### config.mk
export PLATFORM = sky130hd
export DESIGN_NAME = lfcs_ctrl
export DESIGN_NICKNAME = d
export VERILOG_FILES = /design/src/rtl/lfcs_pkg.sv /design/src/rtl/lfcs_ctrl.sv
export SDC_FILE = /design/constraint.sdc
export NUM_CORES = 1
export LEC_CHECK = 0
export BUFFER_PORTS_ARGS = -buffer_cell sky130_fd_sc_hd__buf_2
export CAP_MARGIN = 30
export CORE_MARGIN = 5
export CORE_UTILIZATION = 59
export CTS_CLUSTER_DIAMETER = 150
export CTS_CLUSTER_SIZE = 8
export DETAILED_ROUTE_END_ITERATION = 8
export PLACE_DENSITY = 0.85
export SYNTH_ARGS = -nofsm -noshare
export SYNTH_HDL_FRONTEND = slang
export SYNTH_SLANG_ARGS = --single-unit
### constraint.sdc
create_clock -name clk -period 3.9 [get_ports clk]
set_input_delay 0.195 -clock clk [delete_from_list [all_inputs] [get_ports clk]]
set_output_delay 0.195 -clock clk [all_outputs]
set_load 0.01 [all_outputs]
### src/rtl/lfcs_pkg.sv
// lfcs_pkg: command/status types and operation codes shared by the
// line fit chi-square controller, datapath and top level. no dependencies.
`timescale 1ns / 1ps
package lfcs_pkg;

  localparam logic [63:0] MAG_CAP = 64'h4000_0000_0000_0000;
  localparam logic [63:0] Q_CAP   = 64'h0000_0001_0000_0000;
  localparam logic [49:0] CHI_MAX = 50'h0_FFFF_FFFF_FFFF;

  typedef logic [2:0] acc_op_t;
  localparam acc_op_t ACC_NOP   = 3'd0;
  localparam acc_op_t ACC_LD    = 3'd1;
  localparam acc_op_t ACC_ADD   = 3'd2;
  localparam acc_op_t ACC_SUB   = 3'd3;
  localparam acc_op_t ACC_ADDMQ = 3'd4;
  localparam acc_op_t ACC_SUBMQ = 3'd5;

  typedef logic [2:0] src_t;
  localparam src_t SRC_ONE = 3'd0;
  localparam src_t SRC_X   = 3'd1;
  localparam src_t SRC_Y   = 3'd2;
  localparam src_t SRC_Z   = 3'd3;
  localparam src_t SRC_BX  = 3'd4;
  localparam src_t SRC_BY  = 3'd5;
  localparam src_t SRC_F   = 3'd6;

  typedef logic [1:0] mul_op_t;
  localparam mul_op_t MUL_NOP = 2'd0;
  localparam mul_op_t MUL_LO  = 2'd1;
  localparam mul_op_t MUL_HI  = 2'd2;

  typedef logic [2:0] a_sel_t;
  localparam a_sel_t A_X  = 3'd0;
  localparam a_sel_t A_Y  = 3'd1;
  localparam a_sel_t A_BX = 3'd2;
  localparam a_sel_t A_BY = 3'd3;
  localparam a_sel_t A_AX = 3'd4;
  localparam a_sel_t A_AY = 3'd5;
  localparam a_sel_t A_F  = 3'd6;
  localparam a_sel_t A_Q  = 3'd7;

  typedef logic [1:0] b_sel_t;
  localparam b_sel_t B_AX = 2'd0;
  localparam b_sel_t B_AY = 2'd1;
  localparam b_sel_t B_Q  = 2'd2;

  typedef logic [2:0] div_op_t;
  localparam div_op_t DIV_NOP = 3'd0;
  localparam div_op_t DIV_F   = 3'd1;
  localparam div_op_t DIV_TX  = 3'd2;
  localparam div_op_t DIV_TY  = 3'd3;
  localparam div_op_t DIV_TZ  = 3'd4;

  typedef logic [1:0] reg_idx_t;
  localparam reg_idx_t REG_SLOPE_X  = 2'd0;
  localparam reg_idx_t REG_OFFSET_X = 2'd1;
  localparam reg_idx_t REG_SLOPE_Y  = 2'd2;
  localparam reg_idx_t REG_OFFSET_Y = 2'd3;

  typedef struct packed {
    acc_op_t acc_op;
    src_t    src;
    mul_op_t mul_op;
    a_sel_t  a_sel;
    b_sel_t  b_sel;
    div_op_t div_op;
    logic    den_ld;
    logic    f_ld;
    logic    sum_add;
    logic    load_in;
    logic    finish;
  } cmd_t;

  typedef struct packed {
    logic div_busy;
  } status_t;

endpackage

### src/rtl/lfcs_ctrl.sv
// lfcs_ctrl: sequencer that steps the datapath through one hit and runs
// the input and result handshakes. uses lfcs_pkg.
`timescale 1ns / 1ps
module lfcs_ctrl (
  input  logic              clk,
  input  logic              rst_n,
  input  logic              in_valid,
  output logic              in_ready,
  output logic              out_valid,
  input  logic              out_ready,
  input  lfcs_pkg::status_t status,
  output lfcs_pkg::cmd_t    cmd
);
  import lfcs_pkg::*;

  localparam logic ST_IDLE = 1'b0;
  localparam logic ST_RUN  = 1'b1;
  localparam logic [5:0] LAST_STEP = 6'd50;

  logic       state_r, state_nxt;
  logic [5:0] step_r, step_nxt;
  logic       ov_r, ov_nxt;
  logic       wait_div;

  always_comb begin
    cmd       = '0;
    wait_div  = 1'b0;
    state_nxt = state_r;
    step_nxt  = step_r;
    ov_nxt    = ov_r & ~out_ready;
    in_ready  = (state_r == ST_IDLE);
    if (state_r == ST_IDLE) begin
      if (in_valid) begin
        cmd.load_in = 1'b1;
        state_nxt   = ST_RUN;
        step_nxt    = 6'd0;
      end
    end else begin
      case (step_r)
        // direction length squared: 1 + ax*ax + ay*ay
        6'd0:  begin cmd.acc_op = ACC_LD; cmd.src = SRC_ONE; end
        6'd1:  begin cmd.mul_op = MUL_LO; cmd.a_sel = A_AX; cmd.b_sel = B_AX; end
        6'd2:  begin cmd.mul_op = MUL_HI; cmd.a_sel = A_AX; cmd.b_sel = B_AX; end
        6'd3:  cmd.acc_op = ACC_ADDMQ;
        6'd4:  begin cmd.mul_op = MUL_LO; cmd.a_sel = A_AY; cmd.b_sel = B_AY; end
        6'd5:  begin cmd.mul_op = MUL_HI; cmd.a_sel = A_AY; cmd.b_sel = B_AY; end
        6'd6:  cmd.acc_op = ACC_ADDMQ;
        6'd7:  begin cmd.den_ld = 1'b1; cmd.acc_op = ACC_LD; cmd.src = SRC_Z; end
        // numerator: x*ax + y*ay + z - bx*ax - by*ay
        6'd8:  begin cmd.mul_op = MUL_LO; cmd.a_sel = A_X; cmd.b_sel = B_AX; end
        6'd9:  begin cmd.mul_op = MUL_HI; cmd.a_sel = A_X; cmd.b_sel = B_AX; end
        6'd10: cmd.acc_op = ACC_ADDMQ;
        6'd11: begin cmd.mul_op = MUL_LO; cmd.a_sel = A_Y; cmd.b_sel = B_AY; end
        6'd12: begin cmd.mul_op = MUL_HI; cmd.a_sel = A_Y; cmd.b_sel = B_AY; end
        6'd13: cmd.acc_op = ACC_ADDMQ;
        6'd14: begin cmd.mul_op = MUL_LO; cmd.a_sel = A_BX; cmd.b_sel = B_AX; end
        6'd15: begin cmd.mul_op = MUL_HI; cmd.a_sel = A_BX; cmd.b_sel = B_AX; end
        6'd16: cmd.acc_op = ACC_SUBMQ;
        6'd17: begin cmd.mul_op = MUL_LO; cmd.a_sel = A_BY; cmd.b_sel = B_AY; end
        6'd18: begin cmd.mul_op = MUL_HI; cmd.a_sel = A_BY; cmd.b_sel = B_AY; end
        6'd19: cmd.acc_op = ACC_SUBMQ;
        6'd20: cmd.div_op = DIV_F;
        6'd21: wait_div = 1'b1;
        6'd22: cmd.f_ld = 1'b1;
        // x residual
        6'd23: begin cmd.acc_op = ACC_LD; cmd.src = SRC_BX; end
        6'd24: begin cmd.mul_op = MUL_LO; cmd.a_sel = A_F; cmd.b_sel = B_AX; end
        6'd25: begin cmd.mul_op = MUL_HI; cmd.a_sel = A_F; cmd.b_sel = B_AX; end
        6'd26: cmd.acc_op = ACC_ADDMQ;
        6'd27: begin cmd.acc_op = ACC_SUB; cmd.src = SRC_X; end
        6'd28: cmd.div_op = DIV_TX;
        6'd29: wait_div = 1'b1;
        6'd30: begin cmd.mul_op = MUL_LO; cmd.a_sel = A_Q; cmd.b_sel = B_Q; end
        6'd31: begin cmd.mul_op = MUL_HI; cmd.a_sel = A_Q; cmd.b_sel = B_Q; end
        6'd32: cmd.sum_add = 1'b1;
        // y residual
        6'd33: begin cmd.acc_op = ACC_LD; cmd.src = SRC_BY; end
        6'd34: begin cmd.mul_op = MUL_LO; cmd.a_sel = A_F; cmd.b_sel = B_AY; end
        6'd35: begin cmd.mul_op = MUL_HI; cmd.a_sel = A_F; cmd.b_sel = B_AY; end
        6'd36: cmd.acc_op = ACC_ADDMQ;
        6'd37: begin cmd.acc_op = ACC_SUB; cmd.src = SRC_Y; end
        6'd38: cmd.div_op = DIV_TY;
        6'd39: wait_div = 1'b1;
        6'd40: begin cmd.mul_op = MUL_LO; cmd.a_sel = A_Q; cmd.b_sel = B_Q; end
        6'd41: begin cmd.mul_op = MUL_HI; cmd.a_sel = A_Q; cmd.b_sel = B_Q; end
        6'd42: cmd.sum_add = 1'b1;
        // z residual
        6'd43: begin cmd.acc_op = ACC_LD; cmd.src = SRC_F; end
        6'd44: begin cmd.acc_op = ACC_SUB; cmd.src = SRC_Z; end
        6'd45: cmd.div_op = DIV_TZ;
        6'd46: wait_div = 1'b1;
        6'd47: begin cmd.mul_op = MUL_LO; cmd.a_sel = A_Q; cmd.b_sel = B_Q; end
        6'd48: begin cmd.mul_op = MUL_HI; cmd.a_sel = A_Q; cmd.b_sel = B_Q; end
        6'd49: cmd.sum_add = 1'b1;
        default: cmd = '0;
      endcase
      if (step_r == LAST_STEP) begin
        // hold until the previous result has been taken
        if (!ov_r) begin
          cmd.finish = 1'b1;
          ov_nxt     = 1'b1;
          state_nxt  = ST_IDLE;
        end
      end else if (!(wait_div && status.div_busy)) begin
        step_nxt = step_r + 6'd1;
      end
    end
  end

  always_ff @(posedge clk) begin
    if (!rst_n) begin
      state_r <= ST_IDLE;
      step_r  <= '0;
      ov_r    <= 1'b0;
    end else begin
      state_r <= state_nxt;
      step_r  <= step_nxt;
      ov_r    <= ov_nxt;
    end
  end

  assign out_valid = ov_r;
endmodule

==> out/qor.json, run 1 <==
{
  "run_status": "completed",
  "count_of_flip_flops_with_a_built_in_enable_after_synthesis": 0,
  "total_number_of_placement_rows": 17,
  "cp_max_fo": 27,
  "placement.io_buffers": 27,
  "grt_max_degree": 28,
  "die_area_mm2": 0.00327,
  "finalHoldViolCount": 0,
  "setup_violations": 0,
  "ff2ff_setup_slack_ps": 1610,
  "ctsHtreeMaxLevel": 1,
  "post_route_cells_drive_above_1_share": 0.208,
  "timing.critical_path.required_ps": 3700,
  "gp_routability_congestion": 0.951,
  "cts-hold-fix-buffers": 0,
  "relSlewSlack": 0.433,
  "worstMarginPinSlew_ps": 849,
  "rr_endpoint": "step_r[1]",
  "final.fill_count": 204,
  "setup_total_negative_slack_ps": 0,
  "timing.hold.worst.class": "input port to flop",
  "synth_top_area_share": 0.122,
  "finalCritPeriodShare": 0.700,
  "crit_arrival_ps": 2540,
  "synth.net_count": 200,
  "synth_ff_type": "sky130_fd_sc_hd__dfxtp_1",
  "floorplan.die.width_um": 57.1,
  "cts_post_setup_buffers_inserted": 0,
  "seq_area_um2": 160,
  "post_synth.cell_area_avg_um2": 6.87,
  "layoutNonFillerInstCount": 235,
  "grt_pass1_wl_um": 6380,
  "clk_latency_ps": 240,
  "cell_total_after_placement": 232,
  "timing.critical_path.to": "cmd[9]",
  "drt.antenna.violating_nets": 0,
  "routed_wl_um": 3820,
  "fin_worst_skew_ps": 1.05,
  "initial_antenna_violation_count": 0,
  "pwr_density_cell_mw_per_mm2": 138,
  "tritoncts": "yes",
  "total_leakage_power_nw": 0.524,
  "synth_top_area_cell": "sky130_fd_sc_hd__dfxtp_1",
  "cts.root.buffer_cell": "sky130_fd_sc_hd__clkbuf_4",
  "tritoncts.num_buffers": 3,
  "synth_cell_type_count": 56,
  "final_net_count": 218,
  "irDropWorstVdd_v": 0.000173,
  "critical_path.reg2reg.startpoint": "step_r[4]",
  "max_freq_mhz": 366,
  "max_transition_viols_final": 0,
  "clock-sinks": 8,
  "synth.cell_area_mm2": 0.00131,
  "post_cts_resize_count": 0,
  "initial_util": 0.604,
  "rsz0062_at_grt": "no",
  "final_critical_delay_including_setup_and_external_delays_ps": 2730,
  "drt-wirelength-per-cell_um": 16.3,
  "drtPass1Iterations": 5,
  "globalRouteOverflowTotal": 0,
  "first_drt_iteration_drcs": 82,
  "die-height_um": 57.1,
  "cap_viol_max_count": 0,
  "cts.reportedPaths.clkPinSlew_ps": 50,
  "n_antenna_cell": 0,
  "boundaryPins": 28,
  "grt_pass1_vias": 1449,
  "worst-r2r-cell-count": 5,
  "synth_area_leaders": "sky130_fd_sc_hd__dfxtp_1, sky130_fd_sc_hd__a21oi_1, sky130_fd_sc_hd__nor2_1",
  "multi_input_comb_area_mm2": 0.00102,
  "routed-via-count": 1517,
  "ctsLongestPathBuffers": 2,
  "netlist_instances": 191,
  "synth_sequential_area_ratio": 0.122,
  "synth_seq_cells": 8,
  "area_delta_synth_final_pct": 10.0,
  "dp_hpwl_um": 2850,
  "gr-usage-all-layers": 0.234,
  "endpoint_kind": "primary output",
  "viasPerCell": 6.46,
  "core-area_mm2": 0.00217,
  "synthArstFlopShare": 0,
  "timing.setup.critical_path_class": "flop to primary output",
  "critPathLaunchType": "flop",
  "synth-warning-count": 0,
  "crit_start": "step_r[4]",
  "remaining_routing_drc_violations": 0
}
==> layer usage <==
layer | vias up | routed length, um | part of all wire | GRT usage
met5 | - | 0 | 0 | 0
li1 | 734 | - | - | -
met4 | 0 | 70 | 0.018 | 0.109
met3 | 8 | 262 | 0.069 | 0.0294
met2 | 69 | 1870 | 0.49 | 0.390
met1 | 706 | 1620 | 0.42 | 0.299
==> worst max-delay path, cell delays in order, from the launching register on <==
cell and delay, ps:
sky130_fd_sc_hd__dfxtp_1 870, sky130_fd_sc_hd__nor2b_1 280, sky130_fd_sc_hd__o211ai_1 240, sky130_fd_sc_hd__o211ai_2 160
sky130_fd_sc_hd__o41ai_2 480, sky130_fd_sc_hd__nor2_1 100, sky130_fd_sc_hd__buf_2 160
==> cell usage in the layout (no fill, tap or decap), drive strengths merged, types with 5 or more instances in the layout <==
master	count
nand3	8
buf	30
dfxtp	8
nand2b	7
o22ai	6
nand2	19
nor2	21
mux2i	5
o21ai	7
a21oi	18
inv	7
nor3	7
==> how the worst min path moves through the flow <==
stage / startpoint / end / depth (start not counted)
final: out_ready / out_valid / 3
after global placement: out_ready / out_valid / 3
after CTS: out_ready / out_valid / 3
after floorplan: in_valid / state_r / 2
after global routing: out_ready / out_valid / 3
after detailed placement: out_ready / out_valid / 3
==> per-stage QoR <==
stage          worst slack (ps)  total power [mW]  cell area, um2   util  hold slack, ps
2_1_floorplan              1860             0.125            1310      -             347
3_3_place_gp               1340             0.138            1410  0.648             465
3_5_place_dp               1510             0.140            1420  0.655             474
4_1_cts                    1240             0.201            1440  0.665             216
5_1_grt                     982             0.212            1440  0.665             253
6_report                   1170             0.199            1440  0.665             225
==> cells by family after synthesis <==
family          after synthesis  share of synthesized area
xor+xnor                      1                     0.0210
fa+ha+maj                     4                     0.0382
mux                           6                     0.0468
simple gates                 81                      0.309
flops                         8                      0.122
buf+inv                      26                     0.0964
compound gates               65                      0.366
==> layout make-up <==
cell class / instances / share of cell area
inverters: 9 / 0.0243
clock buffers: 3 / 0.0156
flip-flops and latches: 8 / 0.111
multi-input cells: 157 / 0.710
repair buffers: 30 / 0.114
well taps: 28 / 0.0243
==> flip-flops by register name (all words and copies together), names as in the netlist <==
name / flops
step_r: 6
out_valid: 1
state_r: 1
==> where the power goes <==
group | switching (mW) | leakage [nW] | internal (mW)
registers | 0.00502 | 0.0650 | 0.0839
logic | 0.0319 | 0.445 | 0.0184
clock network | 0.0252 | 0.0138 | 0.0350
==> synthesized netlist by cell type (2+ instances only) <==
cell / n
sky130_fd_sc_hd__nor3_1: 7
sky130_fd_sc_hd__ha_1: 4
sky130_fd_sc_hd__inv_1: 7
sky130_fd_sc_hd__mux2i_1: 5
sky130_fd_sc_hd__a211oi_1: 3
sky130_fd_sc_hd__buf_4: 4
sky130_fd_sc_hd__a32oi_1: 2
sky130_fd_sc_hd__o21a_1: 2
sky130_fd_sc_hd__o22a_1: 2
sky130_fd_sc_hd__nand2b_1: 7
sky130_fd_sc_hd__a21boi_0: 4
sky130_fd_sc_hd__buf_2: 4
sky130_fd_sc_hd__and3b_1: 2
sky130_fd_sc_hd__o22ai_1: 5
sky130_fd_sc_hd__a22oi_1: 2
sky130_fd_sc_hd__nand3b_1: 3
sky130_fd_sc_hd__and2_1: 3
sky130_fd_sc_hd__buf_1: 3
sky130_fd_sc_hd__nor2_1: 21
sky130_fd_sc_hd__nand2_1: 19
sky130_fd_sc_hd__o21ai_0: 6
sky130_fd_sc_hd__nand3_1: 8
sky130_fd_sc_hd__dfxtp_1: 8
sky130_fd_sc_hd__a21oi_1: 18
sky130_fd_sc_hd__nor2b_1: 4
sky130_fd_sc_hd__nor3b_1: 2
sky130_fd_sc_hd__clkbuf_1: 5
sky130_fd_sc_hd__o31a_1: 3
No activity file was read; power rests on OpenSTA's default activity.
==> run 2, diff against run 1 <==
Settings changed: CORE_UTILIZATION 59 to 55, PLACE_DENSITY 0.85 to 0.8.
Clock period 3.9 ns to 2.8 ns, I/O delays scaled along.
==> out/qor.json, run 2 (synthesis gave the netlist of run 1 again) <==
{
  "whs": {"value": 170, "unit": "ps", "change": "-54.8 ps"},
  "irDropWorstVdd": {"value": 0.000311, "unit": "V", "change": "+79%"},
  "post_cts_resize_count": {"value": 0, "change": "unchanged"},
  "final_net_count": {"value": 221, "change": "+1.4%"},
  "max_freq_mhz": 377,
  "n_antenna_cell": {"value": 0, "change": "unchanged"},
  "placement.io_buffers": {"value": 27, "change": "unchanged"},
  "globalRouteOverflowTotal": {"value": 0, "change": "unchanged"},
  "dp_hpwl": {"value": 2950, "unit": "um", "change": "+3.4%"},
  "initial_util": {"value": 0.582, "change": "-0.0228"},
  "tritoncts.num_buffers": {"value": 3, "change": "unchanged"},
  "viasPerCell": {"value": 6.56, "change": "+1.7%"},
  "grt_pass1_vias": {"value": 1422, "change": "-1.9%"},
  "gp_routability_congestion": {"value": 0.937, "change": "-1.5%"},
  "endpoint_kind": "primary output",
  "post_route_cells_drive_above_1_share": {"value": 0.219, "change": "+0.0113"},
  "cts_post_setup_buffers_inserted": {"value": 0, "change": "unchanged"},
  "setup_violations": {"value": 0, "change": "unchanged"},
  "initial_antenna_violation_count": {"value": 0, "change": "unchanged"},
  "run_status": "completed",
  "drt.antenna.violating_nets": {"value": 0, "change": "unchanged"},
  "timing.hold.worst.class": "input port to flop",
  "first_drt_iteration_drcs": {"value": 106, "change": "+29%"},
  "dp_worst_setup_slack": {"value": 479, "unit": "ps", "change": "-1030 ps"},
  "multi_input_comb_area": {"value": 0.00104, "unit": "mm2", "change": "+1.2%"},
  "layoutNonFillerInstCount": {"value": 238, "change": "+1.3%"},
  "grt_max_degree": {"value": 23, "change": "-18%"},
  "area_delta_synth_final_pct": 12.1,
  "cell_total_after_placement": {"value": 235, "change": "+1.3%"},
  "floorplan.die.width": {"value": 58.8, "unit": "um", "change": "+2.9%"},
  "timing.critical_path.required": {"value": 2660, "unit": "ps", "change": "-1040 ps"},
  "die_area": {"value": 0.00346, "unit": "mm2", "change": "+6.0%"},
  "cap_viol_max_count": {"value": 0, "change": "unchanged"},
  "gr-usage-all-layers": {"value": 0.233, "change": "-0.000728"},
  "design_power_total": {"value": 0.279, "unit": "mW", "change": "+40%"},
  "cts.reportedPaths.clkPinSlew": {"value": 50, "unit": "ps", "change": "about the same"},
  "ctsLongestPathBuffers": {"value": 2, "change": "unchanged"},
  "finalCritPeriodShare": 0.947,
  "postLayoutSetupSlackWorst": {"value": 148, "unit": "ps", "change": "-1020 ps"},
  "remaining_routing_drc_violations": {"value": 0, "change": "unchanged"},
  "clock-sinks": {"value": 8, "change": "unchanged"},
  "relSlewSlack": {"value": 0.526, "change": "+0.0932"},
  "finalHoldViolCount": {"value": 0, "change": "unchanged"},
  "timing.setup.critical_path_class": "flop to primary output",
  "max_transition_viols_final": {"value": 0, "change": "unchanged"},
  "ctsHtreeMaxLevel": {"value": 1, "change": "unchanged"},
  "total_leakage_power": {"value": 0.544, "unit": "nW", "change": "+3.8%"},
  "final_critical_delay_including_setup_and_external_delays_ps": 2650,
  "rsz0062_at_grt": "no",
  "final.fill_count": {"value": 218, "change": "+6.9%"},
  "tritoncts": "yes",
  "seq_area": {"value": 160, "unit": "um2", "change": "unchanged"},
  "critPathLaunchType": "flop",
  "clk_latency": {"value": 250, "unit": "ps", "change": "about the same"},
  "layout.cells.most_common_list": "sky130_fd_sc_hd__buf_2, sky130_fd_sc_hd__nor2_1, sky130_fd_sc_hd__nand2_1, sky130_fd_sc_hd__a21oi_1",
  "pwr_density_cell": {"value": 190, "unit": "mW/mm2", "change": "+37%"},
  "core-area": {"value": 0.00225, "unit": "mm2", "change": "+3.9%"},
  "worstMarginPinSlew": {"value": 710, "unit": "ps", "change": "-140 ps"},
  "drtPass1Iterations": {"value": 5, "change": "unchanged"},
  "fin_worst_skew": {"value": 1.72, "unit": "ps", "change": "+0.677 ps"},
  "largest_register_ff_count": {"value": 6, "change": "unchanged"},
  "grt_pass1_wl": {"value": 6420, "unit": "um", "change": "+0.66%"},
  "largest-register": "step_r",
  "die-height": {"value": 58.8, "unit": "um", "change": "+2.9%"},
  "total_number_of_placement_rows": {"value": 17, "change": "unchanged"},
  "routed-via-count": {"value": 1562, "change": "+3.0%"},
  "layout_commonest_cell": "sky130_fd_sc_hd__buf_2",
  "cts-hold-fix-buffers": {"value": 0, "change": "unchanged"},
  "setup_total_negative_slack": {"value": 0, "unit": "ps", "change": "unchanged"},
  "cp_max_fo": {"value": 13, "change": "-52%"},
  "crit_arrival": {"value": 2510, "unit": "ps", "change": "-30 ps"},
  "routed_wl": {"value": 3920, "unit": "um", "change": "+2.5%"},
  "boundaryPins": {"value": 28, "change": "unchanged"},
  "cts.root.buffer_cell": "sky130_fd_sc_hd__clkbuf_4",
  "drt-wirelength-per-cell": {"value": 16.5, "unit": "um", "change": "+1.2%"}
}
==> run 2: changes by cell type in the layout (fill, tap and decap cells not counted), sizes merged <==
cell  delta
buf      +3
==> run 2: worst paths after layout <==
path / slack, ps / depth (start not counted) / startpoint / end
min: 170 / 3 / out_ready / out_valid
min reg2reg: 500 / 2 / out_valid / out_valid
max: 150 / 7 / step_r[0] / cmd[12]
max reg2reg: 570 / 5 / step_r[4] / step_r[1]
==> run 2: cell type report <==
class,count,share of cell area
tap,28,0.0238
multi-input combinational,157,0.706
inverter,9,0.0238
clock buffer,3,0.0153
sequential,8,0.109
timing repair buffer,33,0.123
==> run 2: per-layer routing <==
layer,track usage,share of wire
met1,0.287,0.38
met2,0.386,0.47
met3,0.0329,0.11
met4,0.129,0.038
met5,0,0
==> run 2: through the flow <==
stage,area (um2),util
2_1_floorplan,1310,-
3_3_place_gp,1440,0.637
3_5_place_dp,1440,0.637
4_1_cts,1460,0.647
5_1_grt,1470,0.652
6_report,1470,0.652
==> run 2: report_power, final <==
group / leakage, nW / internal, mW / switching, mW
clock network: 0.0138 / 0.0487 / 0.0345
logic: 0.465 / 0.0267 / 0.0449
registers: 0.0650 / 0.117 / 0.00753
==> run 2: worst max-delay path, cell delays in order (launching register included) <==
cell	delay, ps
sky130_fd_sc_hd__dfxtp_1	420
sky130_fd_sc_hd__ha_1	480
sky130_fd_sc_hd__or2b_1	160
sky130_fd_sc_hd__a21oi_1	70
sky130_fd_sc_hd__a2111oi_1	650
sky130_fd_sc_hd__o41ai_4	150
sky130_fd_sc_hd__a21oi_1	170
sky130_fd_sc_hd__buf_2	160
==> run 3, diff against run 2 <==
Settings changed: CORE_UTILIZATION 55 to 57, CTS_BUF_LIST set to sky130_fd_sc_hd__clkbuf_8, PLACE_DENSITY 0.8 to 0.83.
==> out/qor.json, run 3 (synthesis gave the netlist of run 1 again) <==
{
  "run_status": "completed",
  "gp_routability_congestion": {"value": 1.01, "change": "+7.7%"},
  "cts_post_setup_buffers_inserted": {"value": 0, "change": "unchanged"},
  "globalRouteOverflowTotal": {"value": 0, "change": "unchanged"},
  "grt_pass1_vias": {"value": 1536, "change": "+8.0%"},
  "endpoint_kind": "primary output",
  "die-height": {"value": 58.0, "unit": "um", "change": "-1.5%"},
  "die_area": {"value": 0.00336, "unit": "mm2", "change": "-2.9%"},
  "max_transition_viols_final": {"value": 0, "change": "unchanged"},
  "post_cts_resize_count": {"value": 0, "change": "unchanged"},
  "detailed_place.area": {"value": 0.00144, "unit": "mm2", "change": "+0.52%"},
  "crit_arrival": {"value": 2430, "unit": "ps", "change": "-80 ps"},
  "finalHoldViolCount": {"value": 0, "change": "unchanged"},
  "total_leakage_power": {"value": 0.557, "unit": "nW", "change": "+2.4%"},
  "tritoncts.num_buffers": {"value": 3, "change": "unchanged"},
  "grt_max_degree": {"value": 22, "change": "-4.3%"},
  "ctsHtreeMaxLevel": {"value": 1, "change": "unchanged"},
  "postLayoutSetupSlackWorst": {"value": 233, "unit": "ps", "change": "+85.0 ps"},
  "grt_pass1_wl": {"value": 6680, "unit": "um", "change": "+4.1%"},
  "largest-register": "step_r",
  "relSlewSlack": {"value": 0.571, "change": "+0.0447"},
  "n_antenna_cell": {"value": 0, "change": "unchanged"},
  "tritoncts": "yes",
  "cts-hold-fix-buffers": {"value": 0, "change": "unchanged"},
  "first_drt_iteration_drcs": {"value": 119, "change": "+12%"},
  "viasPerCell": {"value": 6.70, "change": "+2.1%"},
  "clk_latency": {"value": 220, "unit": "ps", "change": "-30 ps"},
  "placement.io_buffers": {"value": 27, "change": "unchanged"},
  "cp_max_fo": {"value": 13, "change": "unchanged"},
  "remaining_routing_drc_violations": {"value": 0, "change": "unchanged"},
  "largest_register_ff_count": {"value": 6, "change": "unchanged"},
  "whs": {"value": 184, "unit": "ps", "change": "+14.0 ps"},
  "pwr_density_cell": {"value": 222, "unit": "mW/mm2", "change": "+17%"},
  "timing.critical_path.required": {"value": 2660, "unit": "ps", "change": "about the same"},
  "cts.reportedPaths.clkPinSlew": {"value": 40, "unit": "ps", "change": "about the same"},
  "critPathLaunchType": "flop",
  "worstMarginPinSlew": {"value": 642, "unit": "ps", "change": "-67.8 ps"},
  "core-area": {"value": 0.00221, "unit": "mm2", "change": "-1.9%"},
  "drt.antenna.violating_nets": {"value": 0, "change": "unchanged"},
  "total_number_of_placement_rows": {"value": 17, "change": "unchanged"},
  "drtPass1Iterations": {"value": 7, "change": "+2"},
  "setup_total_negative_slack": {"value": 0, "unit": "ps", "change": "unchanged"},
  "routed_wl": {"value": 4040, "unit": "um", "change": "+3.0%"},
  "area_delta_synth_final_pct": 14.1,
  "dp_hpwl": {"value": 2960, "unit": "um", "change": "+0.20%"},
  "final_critical_delay_including_setup_and_external_delays": {"value": 2570, "unit": "ps", "change": "-85.0 ps"},
  "rsz0062_at_grt": "no",
  "final_net_count": {"value": 222, "change": "+0.45%"},
  "post_route_cells_drive_above_1_share": {"value": 0.223, "change": "+0.00370"},
  "floorplan.die.width": {"value": 58.0, "unit": "um", "change": "-1.5%"},
  "ctsLongestPathBuffers": {"value": 2, "change": "unchanged"},
  "layout_commonest_cell": "sky130_fd_sc_hd__buf_2",
  "final_core_occ": {"value": 0.676, "change": "+0.0244"},
  "cts.root.buffer_cell": "sky130_fd_sc_hd__clkbuf_8",
  "clock-sinks": {"value": 8, "change": "unchanged"},
  "layout.cell_area.non_filler": {"value": 0.00150, "unit": "mm2", "change": "+1.8%"},
  "gr-usage-all-layers": {"value": 0.240, "change": "+0.00699"},
  "timing.hold.worst.class": "input port to flop",
  "timing.setup.critical_path_class": "flop to primary output",
  "setup_violations": {"value": 0, "change": "unchanged"},
  "routed-via-count": {"value": 1602, "change": "+2.6%"},
  "max_freq": {"value": 390, "unit": "MHz", "change": "+3.3%"},
  "finalCritPeriodShare": {"value": 0.917, "change": "-0.0304"},
  "cap_viol_max_count": {"value": 0, "change": "unchanged"},
  "initial_antenna_violation_count": {"value": 0, "change": "unchanged"},
  "layout.cells.most_common_list": "sky130_fd_sc_hd__buf_2, sky130_fd_sc_hd__nor2_1, sky130_fd_sc_hd__nand2_1, sky130_fd_sc_hd__a21oi_1",
  "initial_util": {"value": 0.593, "change": "+0.0112"},
  "boundaryPins": {"value": 28, "change": "unchanged"},
  "fin_worst_skew": {"value": 2.87, "unit": "ps", "change": "+1.14 ps"},
  "irDropWorstVdd": {"value": 0.000465, "unit": "V", "change": "+50%"},
  "dp_worst_setup_slack": {"value": 465, "unit": "ps", "change": "-14.8 ps"},
  "drt-wirelength-per-cell": {"value": 16.9, "unit": "um", "change": "+2.6%"}
}
run 3: worst paths after layout:
check | start | end | slack, ps | cells past startpoint
setup / recovery | step_r[0] | cmd[8] | 230 | 7
hold / removal | out_ready | out_valid | 180 | 3
setup reg to reg | step_r[2] | step_r[2] | 680 | 5
hold reg to reg | out_valid | out_valid | 490 | 2
run 3: final cells by class:
| cell class | count | area, um2 |
|---|---|---|
| Inverter | 9 | 35.0 |
| Fill cell | 193 | 716 |
| Multi-Input combinational cell | 157 | 1040 |
| Timing Repair Buffer | 34 | 188 |
| Tap cell | 28 | 35.0 |
| Clock buffer | 3 | 41.3 |
| Sequential cell | 8 | 160 |
run 3: worst max-delay path, stage by stage (launching register included):
cell	delay, ps
sky130_fd_sc_hd__dfxtp_1	420
sky130_fd_sc_hd__ha_1	490
sky130_fd_sc_hd__or2b_1	170
sky130_fd_sc_hd__a21oi_1	60
sky130_fd_sc_hd__a2111oi_1	640
sky130_fd_sc_hd__o41ai_4	150
sky130_fd_sc_hd__a21oi_1	140
sky130_fd_sc_hd__buf_2	140
run 3: metrics by stage:
step	power, mW	instances
6_report	0.332	239
5_1_grt	0.348	239
4_1_cts	0.331	239
3_5_place_dp	0.196	236
3_3_place_gp	0.194	236
2_1_floorplan	0.175	191
run 3: per-layer routing:
metal,vias up,track usage,part of all wire
li1,741,-,-
met1,716,0.289,0.38
met2,126,0.402,0.47
met3,19,0.0445,0.12
met4,0,0.129,0.031
met5,-,0,0
run 3: power breakdown:
part / total (mW) / internal [mW] / switching, mW
clock network: 0.133 / 0.0927 / 0.0403
registers: 0.121 / 0.117 / 0.00325
logic: 0.0779 / 0.0278 / 0.0501
total: 0.332 / 0.238 / 0.0937
